--- src/rtl/core/qcmr_pkg.sv ---
// Shared types and constants for the quantized conv MAC / requantize block.
`timescale 1ns / 1ps

package qcmr_pkg;

    // Widths fixed by the item fields.
    localparam int ACT_W    = 8;
    localparam int WGT_W    = 8;
    localparam int MULT_W   = 32;
    localparam int OFFS_W   = 48;
    localparam int SHIFT_W  = 6;
    localparam int ACC_W    = 32;
    localparam int WIDE_W   = 64;
    localparam int BYTE_W   = 8;
    // |w * (a - zp)| <= 128 * 255, fits 17 bits signed
    localparam int TERM_W   = 17;

    // Front/back queue depth default.
    localparam int QUEUE_DEPTH = 4;

    // Configuration register indexes.
    localparam int CFG_IDX_W = 2;
    localparam logic [CFG_IDX_W-1:0] CFG_INPUT_ZP  = 2'd0;
    localparam logic [CFG_IDX_W-1:0] CFG_OUTPUT_ZP = 2'd1;
    localparam logic [CFG_IDX_W-1:0] CFG_ACT_CLAMP = 2'd2;

    // Upper output clamp.
    localparam logic [BYTE_W-1:0] OUT_MAX = 8'd255;

    // One classified element on its way from front to back.
    typedef struct packed {
        logic signed [TERM_W-1:0]  term;
        logic                      last;
        logic signed [MULT_W-1:0]  multiplier;
        logic signed [OFFS_W-1:0]  offset_term;
        logic        [SHIFT_W-1:0] shift_amount;
    } qcmr_entry_t;

endpackage

--- src/rtl/core/quantized_conv_mac_requantize.sv ---
// Top level of the quantized convolution MAC with requantization.
`timescale 1ns / 1ps

// Each item is one window element (activation byte or padding flag, signed
// weight, last mark, plus the per-channel multiplier, offset and shift). The
// front end takes one item per cycle while the queue is not full, forms
// weight * (activation - input zp), zero for padding, and pushes it into a
// QueueDepth-entry queue. The back end drains that queue into a 32-bit
// wrapping accumulator at one element per cycle, save for the last-element
// wait below. A last element hands the final sum to the requantize
// sequencer: 32x32 multiply, add offset, arithmetic shift and clamp to
// [lower, 255], as the steps multiply, add and output; the byte then sits in
// an output register until taken. The sequencer handles one window at a
// time, so a last element waits in the queue while the previous window's
// requantize is still running or its byte still blocks the output register.
// Windows of four or more elements sustain one item per cycle while the
// output is not stalled; back-to-back single-element windows each wait for
// the previous requantize to finish. Config writes (index 0 input zp, 1 output
// zp, 2 activation clamp; other indexes ignored) are always accepted and must only be issued while the block is idle.

module quantized_conv_mac_requantize
    import qcmr_pkg::*;
#(
    parameter int QueueDepth = QUEUE_DEPTH
) (
    input  logic                      aclk,
    input  logic                      aresetn,
    // configuration write channel
    input  logic                      cfg_valid,
    output logic                      cfg_ready,
    input  logic [CFG_IDX_W-1:0]      cfg_index,
    input  logic [BYTE_W-1:0]         cfg_wdata,
    // input items
    input  logic                      s_valid,
    output logic                      s_ready,
    input  logic        [ACT_W-1:0]   s_activation,
    input  logic                      s_is_padding,
    input  logic signed [WGT_W-1:0]   s_weight,
    input  logic                      s_last_element,
    input  logic signed [MULT_W-1:0]  s_multiplier,
    input  logic signed [OFFS_W-1:0]  s_offset_term,
    input  logic        [SHIFT_W-1:0] s_shift_amount,
    // result items
    output logic                      m_valid,
    input  logic                      m_ready,
    output logic [BYTE_W-1:0]         m_output_byte
);

    logic [BYTE_W-1:0] in_zp_reg;
    logic [BYTE_W-1:0] out_zp_reg;
    logic              act_clamp_reg;

    qcmr_entry_t push_entry;
    qcmr_entry_t head;
    logic        q_push;
    logic        q_pop;
    logic        q_full;
    logic        q_empty;

    // Register file: always ready; every write is registered on the edge that accepts it.
    assign cfg_ready = 1'b1;

    always_ff @(posedge aclk) begin
        if (!aresetn) begin
            in_zp_reg     <= '0;
            out_zp_reg    <= '0;
            act_clamp_reg <= 1'b0;
        end else if (cfg_valid) begin
            case (cfg_index)
                CFG_INPUT_ZP:  in_zp_reg     <= cfg_wdata;
                CFG_OUTPUT_ZP: out_zp_reg    <= cfg_wdata;
                CFG_ACT_CLAMP: act_clamp_reg <= cfg_wdata[0];
                default: ;
            endcase
        end
    end

    qcmr_front u_front (
        .s_valid          (s_valid),
        .s_ready          (s_ready),
        .s_activation     (s_activation),
        .s_is_padding     (s_is_padding),
        .s_weight         (s_weight),
        .s_last_element   (s_last_element),
        .s_multiplier     (s_multiplier),
        .s_offset_term    (s_offset_term),
        .s_shift_amount   (s_shift_amount),
        .input_zero_point (in_zp_reg),
        .q_full           (q_full),
        .q_push           (q_push),
        .q_entry          (push_entry)
    );

    qcmr_queue #(
        .Depth (QueueDepth)
    ) u_queue (
        .aclk       (aclk),
        .aresetn    (aresetn),
        .push       (q_push),
        .push_entry (push_entry),
        .full       (q_full),
        .pop        (q_pop),
        .head       (head),
        .empty      (q_empty)
    );

    qcmr_back u_back (
        .aclk              (aclk),
        .aresetn           (aresetn),
        .head              (head),
        .q_empty           (q_empty),
        .q_pop             (q_pop),
        .output_zero_point (out_zp_reg),
        .activation_clamp  (act_clamp_reg),
        .m_valid           (m_valid),
        .m_ready           (m_ready),
        .m_output_byte     (m_output_byte)
    );

endmodule

--- src/rtl/core/qcmr_front.sv ---
// Front end: accepts items and forms the zero-point corrected product term.
`timescale 1ns / 1ps

module qcmr_front
    import qcmr_pkg::*;
(
    input  logic                      s_valid,
    output logic                      s_ready,
    input  logic        [ACT_W-1:0]   s_activation,
    input  logic                      s_is_padding,
    input  logic signed [WGT_W-1:0]   s_weight,
    input  logic                      s_last_element,
    input  logic signed [MULT_W-1:0]  s_multiplier,
    input  logic signed [OFFS_W-1:0]  s_offset_term,
    input  logic        [SHIFT_W-1:0] s_shift_amount,
    input  logic        [ACT_W-1:0]   input_zero_point,
    input  logic                      q_full,
    output logic                      q_push,
    output qcmr_entry_t               q_entry
);

    logic        [ACT_W:0]    diff;
    logic signed [TERM_W-1:0] prod;

    // 9-bit difference never overflows: -255..255
    assign diff = {1'b0, s_activation} - {1'b0, input_zero_point};
    assign prod = $signed(diff) * s_weight;

    assign s_ready = !q_full;
    assign q_push  = s_valid && !q_full;

    always_comb begin
        q_entry.term         = s_is_padding ? '0 : prod;
        q_entry.last         = s_last_element;
        q_entry.multiplier   = s_multiplier;
        q_entry.offset_term  = s_offset_term;
        q_entry.shift_amount = s_shift_amount;
    end

endmodule

--- src/rtl/core/qcmr_queue.sv ---
// Small FIFO of classified elements between front and back.
`timescale 1ns / 1ps

module qcmr_queue
    import qcmr_pkg::*;
#(
    parameter int Depth = QUEUE_DEPTH
) (
    input  logic        aclk,
    input  logic        aresetn,
    input  logic        push,
    input  qcmr_entry_t push_entry,
    output logic        full,
    input  logic        pop,
    output qcmr_entry_t head,
    output logic        empty
);

    localparam int PTR_W = (Depth > 1) ? $clog2(Depth) : 1;
    localparam int CNT_W = $clog2(Depth + 1);

    qcmr_entry_t      mem [Depth];
    logic [PTR_W-1:0] wr_ptr_reg, wr_ptr_next;
    logic [PTR_W-1:0] rd_ptr_reg, rd_ptr_next;
    logic [CNT_W-1:0] cnt_reg, cnt_next;

    assign full  = (cnt_reg == CNT_W'(Depth));
    assign empty = (cnt_reg == '0);
    assign head  = mem[rd_ptr_reg];

    always_comb begin
        wr_ptr_next = wr_ptr_reg;
        rd_ptr_next = rd_ptr_reg;
        cnt_next    = cnt_reg;
        if (push) begin
            wr_ptr_next = (wr_ptr_reg == PTR_W'(Depth - 1)) ? '0 : wr_ptr_reg + 1'b1;
        end
        if (pop) begin
            rd_ptr_next = (rd_ptr_reg == PTR_W'(Depth - 1)) ? '0 : rd_ptr_reg + 1'b1;
        end
        if (push && !pop) begin
            cnt_next = cnt_reg + 1'b1;
        end else if (pop && !push) begin
            cnt_next = cnt_reg - 1'b1;
        end
    end

    always_ff @(posedge aclk) begin
        if (!aresetn) begin
            wr_ptr_reg <= '0;
            rd_ptr_reg <= '0;
            cnt_reg    <= '0;
        end else begin
            wr_ptr_reg <= wr_ptr_next;
            rd_ptr_reg <= rd_ptr_next;
            cnt_reg    <= cnt_next;
        end
    end

    always_ff @(posedge aclk) begin
        if (push) begin
            mem[wr_ptr_reg] <= push_entry;
        end
    end

endmodule

--- src/rtl/core/qcmr_back.sv ---
// Back end: accumulator, three-step requantize sequencer and output register.
`timescale 1ns / 1ps

module qcmr_back
    import qcmr_pkg::*;
(
    input  logic              aclk,
    input  logic              aresetn,
    input  qcmr_entry_t       head,
    input  logic              q_empty,
    output logic              q_pop,
    input  logic [BYTE_W-1:0] output_zero_point,
    input  logic              activation_clamp,
    output logic              m_valid,
    input  logic              m_ready,
    output logic [BYTE_W-1:0] m_output_byte
);

    localparam logic [1:0] PH_IDLE = 2'd0;
    localparam logic [1:0] PH_MUL  = 2'd1;
    localparam logic [1:0] PH_ADD  = 2'd2;
    localparam logic [1:0] PH_OUT  = 2'd3;

    logic [1:0]               phase_reg, phase_next;
    logic signed [ACC_W-1:0]  acc_reg, acc_next;
    logic signed [ACC_W-1:0]  sum_reg;
    logic signed [MULT_W-1:0] mult_reg;
    logic signed [OFFS_W-1:0] offs_reg;
    logic [SHIFT_W-1:0]       shift_reg;
    logic signed [WIDE_W-1:0] prod_reg;
    logic signed [WIDE_W-1:0] val_reg;
    logic                     out_valid_reg, out_valid_next;
    logic [BYTE_W-1:0]        out_byte_reg;

    logic signed [ACC_W-1:0]  term_ext;
    logic signed [ACC_W-1:0]  acc_sum;
    logic signed [WIDE_W-1:0] shifted;
    logic signed [WIDE_W-1:0] lower;
    logic [BYTE_W-1:0]        clamped;
    logic                     out_load;

    assign term_ext = ACC_W'(head.term);
    assign acc_sum  = acc_reg + term_ext;

    // A last element needs the requantize unit free; others drain every cycle.
    assign q_pop = !q_empty && (!head.last || (phase_reg == PH_IDLE));

    assign shifted = val_reg >>> shift_reg;
    assign lower   = activation_clamp ? WIDE_W'(output_zero_point) : '0;

    always_comb begin
        if (shifted < lower) begin
            clamped = lower[BYTE_W-1:0];
        end else if (shifted > WIDE_W'(OUT_MAX)) begin
            clamped = OUT_MAX;
        end else begin
            clamped = shifted[BYTE_W-1:0];
        end
    end

    assign out_load = (phase_reg == PH_OUT) && (!out_valid_reg || m_ready);

    always_comb begin
        acc_next = acc_reg;
        if (q_pop) begin
            acc_next = head.last ? '0 : acc_sum;
        end
    end

    always_comb begin
        phase_next = phase_reg;
        case (phase_reg)
            PH_IDLE: begin
                if (q_pop && head.last) begin
                    phase_next = PH_MUL;
                end
            end
            PH_MUL:  phase_next = PH_ADD;
            PH_ADD:  phase_next = PH_OUT;
            PH_OUT: begin
                if (out_load) begin
                    phase_next = PH_IDLE;
                end
            end
            default: phase_next = PH_IDLE;
        endcase
    end

    always_comb begin
        out_valid_next = out_valid_reg;
        if (out_load) begin
            out_valid_next = 1'b1;
        end else if (m_ready) begin
            out_valid_next = 1'b0;
        end
    end

    always_ff @(posedge aclk) begin
        if (!aresetn) begin
            phase_reg     <= PH_IDLE;
            acc_reg       <= '0;
            out_valid_reg <= 1'b0;
        end else begin
            phase_reg     <= phase_next;
            acc_reg       <= acc_next;
            out_valid_reg <= out_valid_next;
        end
    end

    // Datapath registers, no reset
    always_ff @(posedge aclk) begin
        if (q_pop && head.last) begin
            sum_reg   <= acc_sum;
            mult_reg  <= head.multiplier;
            offs_reg  <= head.offset_term;
            shift_reg <= head.shift_amount;
        end
        if (phase_reg == PH_MUL) begin
            prod_reg <= WIDE_W'(mult_reg) * WIDE_W'(sum_reg);
        end
        if (phase_reg == PH_ADD) begin
            val_reg <= prod_reg + WIDE_W'(offs_reg);
        end
        if (out_load) begin
            out_byte_reg <= clamped;
        end
    end

    assign m_valid       = out_valid_reg;
    assign m_output_byte = out_byte_reg;

endmodule

--- config.mk ---
export PLATFORM = sky130hd
export DESIGN_NAME = quantized_conv_mac_requantize
export DESIGN_NICKNAME = d
export VERILOG_FILES = /design/src/rtl/core/qcmr_pkg.sv /design/src/rtl/core/quantized_conv_mac_requantize.sv /design/src/rtl/core/qcmr_front.sv /design/src/rtl/core/qcmr_queue.sv /design/src/rtl/core/qcmr_back.sv
export SDC_FILE = /design/constraint.sdc
export NUM_CORES = 2
export LEC_CHECK = 0
export ABC_AREA = 0
export BUFFER_PORTS_ARGS = -buffer_cell sky130_fd_sc_hd__buf_2
export CAP_MARGIN = 20
export CORE_MARGIN = 2
export CORE_UTILIZATION = 42
export CTS_CLUSTER_DIAMETER = 150
export DETAILED_ROUTE_END_ITERATION = 8
export PLACE_DENSITY = 0.6
export SYNTH_ARGS = -nofsm -noshare
export SYNTH_HDL_FRONTEND = slang
export SYNTH_SLANG_ARGS = --single-unit
--- constraint.sdc ---
create_clock -name aclk -period 8.1 [get_ports aclk]
set_clock_uncertainty 0.15 [all_clocks]
set_input_delay 1.62 -clock aclk [delete_from_list [all_inputs] [get_ports aclk]]
set_output_delay 1.62 -clock aclk [all_outputs]
set_load 0.05 [all_outputs]
==> results.sh <==
export IMPL_grt_pass1_wl_mm=301
export IMPL_status="finished, final reports clean"
export IMPL_hp_start="u_queue.cnt_reg[2]$_SDFFE_PN0P_"
export IMPL_hold_ws_ps=379
export IMPL_wl_mm=191
export IMPL_synth_avg_cell_area_sq_um=11.3
export IMPL_hpwl_mm=150
export IMPL_worst_r2r_cell_count=29
export IMPL_synth_edf_count=670
export IMPL_hold_viol=0
export IMPL_cp_end_kind="flop"
export IMPL_ys_types=88
export IMPL_slowest_stage="fa_1"
export IMPL_grt_pass1_vias=51200
export IMPL_synthesis_area_sq_um=73000
export IMPL_tritoncts="done"
export IMPL_rsz0062_at_grt="yes"
export IMPL_r2r_slack_ps=150
export IMPL_hp_class="reg -> reg"
export IMPL_crit_fanout=10
export IMPL_synthArstFlopShare=0
export IMPL_synth_seq_cells=731
export IMPL_drc=0
export IMPL_cts_buffer_depth=3
export IMPL_nets=8292
export IMPL_slew_headroom=0.209
export IMPL_rr_startpoint="u_back.mult_reg[15]$_DFFE_PP_"
export IMPL_largest_reg_flops=416
export IMPL_fp_coreArea_sq_um=172000
export IMPL_die_area_sq_um=177000
export IMPL_max_freq_mhz=126
export IMPL_r2r_end="u_back.prod_reg[63]$_DFFE_PN_"
export IMPL_htree_levels=3
export IMPL_fin_area_sq_um=81500
export IMPL_num_vias=47900
export IMPL_dr_pass1_iters=5
export IMPL_yosys_most_used_dff="edfxtp_1"
export IMPL_antenna_found_initial=9
export IMPL_place_gp_congestion=0.908
export IMPL_final_max_slew_viol_count=0
export IMPL_place_area_sq_um=78300
export IMPL_crit_path_start_kind="flop"
export IMPL_portBuffers=128
export IMPL_drtIter0Drc=3084
export IMPL_cts_sinks=731
export IMPL_fp_row_count=152
export IMPL_crit_arrival_ps=8230
export IMPL_grt_use_total=0.223
export IMPL_startpoint="u_back.mult_reg[15]$_DFFE_PP_"
export IMPL_die_x_um=421
export IMPL_cap_violations=0
export IMPL_crit_required_ps=8380
export IMPL_slowest_delay_ps=580
export IMPL_worstSetupEndpoint="u_back.prod_reg[63]$_DFFE_PN_"
export IMPL_initial_core_util=0.424
export IMPL_tightest_slew_ps=1190
export IMPL_grt_start_max_net_pins=96
export IMPL_n_fill_cell=15700
export IMPL_setup_viol=0
export IMPL_seq_area_frac_synth=0.292
export IMPL_clock_latency_ps=700
export IMPL_yosys_warnings=0
export IMPL_drive_above_1_share=0.125
export IMPL_fin_crit_sh=0.981
export IMPL_ant_nets=0
export IMPL_synth_cells=6468
export IMPL_ioPinCount=130
export IMPL_die_h_um=421
export IMPL_path_clk_slew_ps=60
export IMPL_grt_ovfl_total=0
export IMPL_synth_net_count=8068
export IMPL_via_per_inst=5.28
export IMPL_crit_type="reg -> reg"
export IMPL_fin_crit_ps=7950
export IMPL_cpMostUsedCell="fa_1"
export IMPL_numCtsBuffers=82
export IMPL_cts_root_buf="clkbuf_16"
export IMPL_routedWlPerCell_um=21.1
export IMPL_syn_to_final_growth_pct=11.7
==> worst max-delay path: cells and delay by family (launching register included) <==
kind	cells	cell delay, ps
simple gates	1	180
buf+inv	9	1020
xor+xnor	1	130
fa+ha+maj	9	4210
compound gates	9	1620
flops	1	370
==> repair_timing <==
action / 4_1_cts / 5_1_grt
setup buffers: 1 / 17
hold buffers: 0 / 0
cloned: 0 / 0
gates resized for setup: 12 / 75
pin swaps: 3 / 25
setup endpoints to repair: 7 / 19
==> how the worst min path moves through the flow <==
| stage | cells after the start | endpoint |
|---|---|---|
| floorplan | 2 | u_queue.cnt_reg[2]$_SDFFE_PN0P_ |
| global placement | 2 | out_zp_reg[4]$_SDFFE_PN0P_ |
| detailed placement | 2 | out_zp_reg[0]$_SDFFE_PN0P_ |
| CTS | 2 | out_zp_reg[0]$_SDFFE_PN0P_ |
| global route | 1 | u_back.val_reg[0]$_DFFE_PP_ |
| finish | 2 | u_queue.cnt_reg[2]$_SDFFE_PN0P_ |
==> layout by cell type, fill, tap and decap left out, types with 147 or more instances in the layout <==
master | synthesis | routed
mux4_2 | 147 | 147
inv_1 | 1122 | 1117
edfxtp_1 | 670 | 670
buf_4 | 3 | 251
nor2_1 | 197 | 194
nand2_1 | 663 | 662
ha_1 | 334 | 326
and2_1 | 558 | 558
a21oi_1 | 176 | 166
fa_1 | 1147 | 1128
==> area by class of cell <==
cell class,instances,area [sq um],area share
multi-input cells,4306,46500,0.570
flip-flops and latches,731,21300,0.262
inverters,1123,4220,0.0518
diodes,6,15.0,0.000184
well taps,2310,2890,0.0355
clock inverters,49,549,0.00674
clock buffers,99,2160,0.0265
repair buffers,448,3830,0.0470
==> layer usage <==
layer,vias up,track usage,share of wire
met5,-,0,0.00020
met4,8,0.0954,0.049
met3,349,0.0276,0.047
met2,1205,0.378,0.49
met1,25000,0.290,0.41
li1,21400,-,-
==> synthesized netlist by cell type (all sizes together), types with 31 or more instances <==
library cell,number,area [sq um]
a211oi,35,275
a22oi,34,255
nor2,197,739
o21bai,31,233
clkbuf,272,1020
nor2b,83,519
nor3,43,215
a21o,79,593
ha,334,4180
nand2,663,2490
xnor2,122,1070
inv,1123,4220
mux2,32,375
o21ai,110,554
a31oi,31,194
mux4,147,3310
and2,558,3490
xor2,57,499
buf,36,239
mux2i,69,691
fa,1147,23000
nand2b,36,225
dfxtp,61,1220
a21oi,176,881
nand3,43,215
edfxtp,670,20100
==> metrics by stage <==
step	setup WS [ps]	util	std cells	TNS, ps
after floorplan	65.6	-	6468	0
after global placement	-151	0.455	8897	-227
after detailed placement	-202	0.455	8897	-571
after CTS	19.3	0.471	9046	0
after global routing	-88.4	0.474	9066	-268
final	152	0.474	9072	0
==> cells by family (layout without fill, tap and decap cells) <==
family	count (synthesis)	count (layout)	synth area share
AOI/OAI and AO/OA	670	670	0.0611
DFF	731	731	0.292
other	1	7	0.0000514
muxes	248	248	0.0600
xor gates and xnor gates	179	179	0.0215
buffers and inverters	1431	1719	0.0750
and+or+nand+nor	1727	1727	0.118
adders and majority gates	1481	1481	0.372
Power is not shown: default switching activity piles up to over one toggle a cycle in this logic, so the estimate is an artifact.
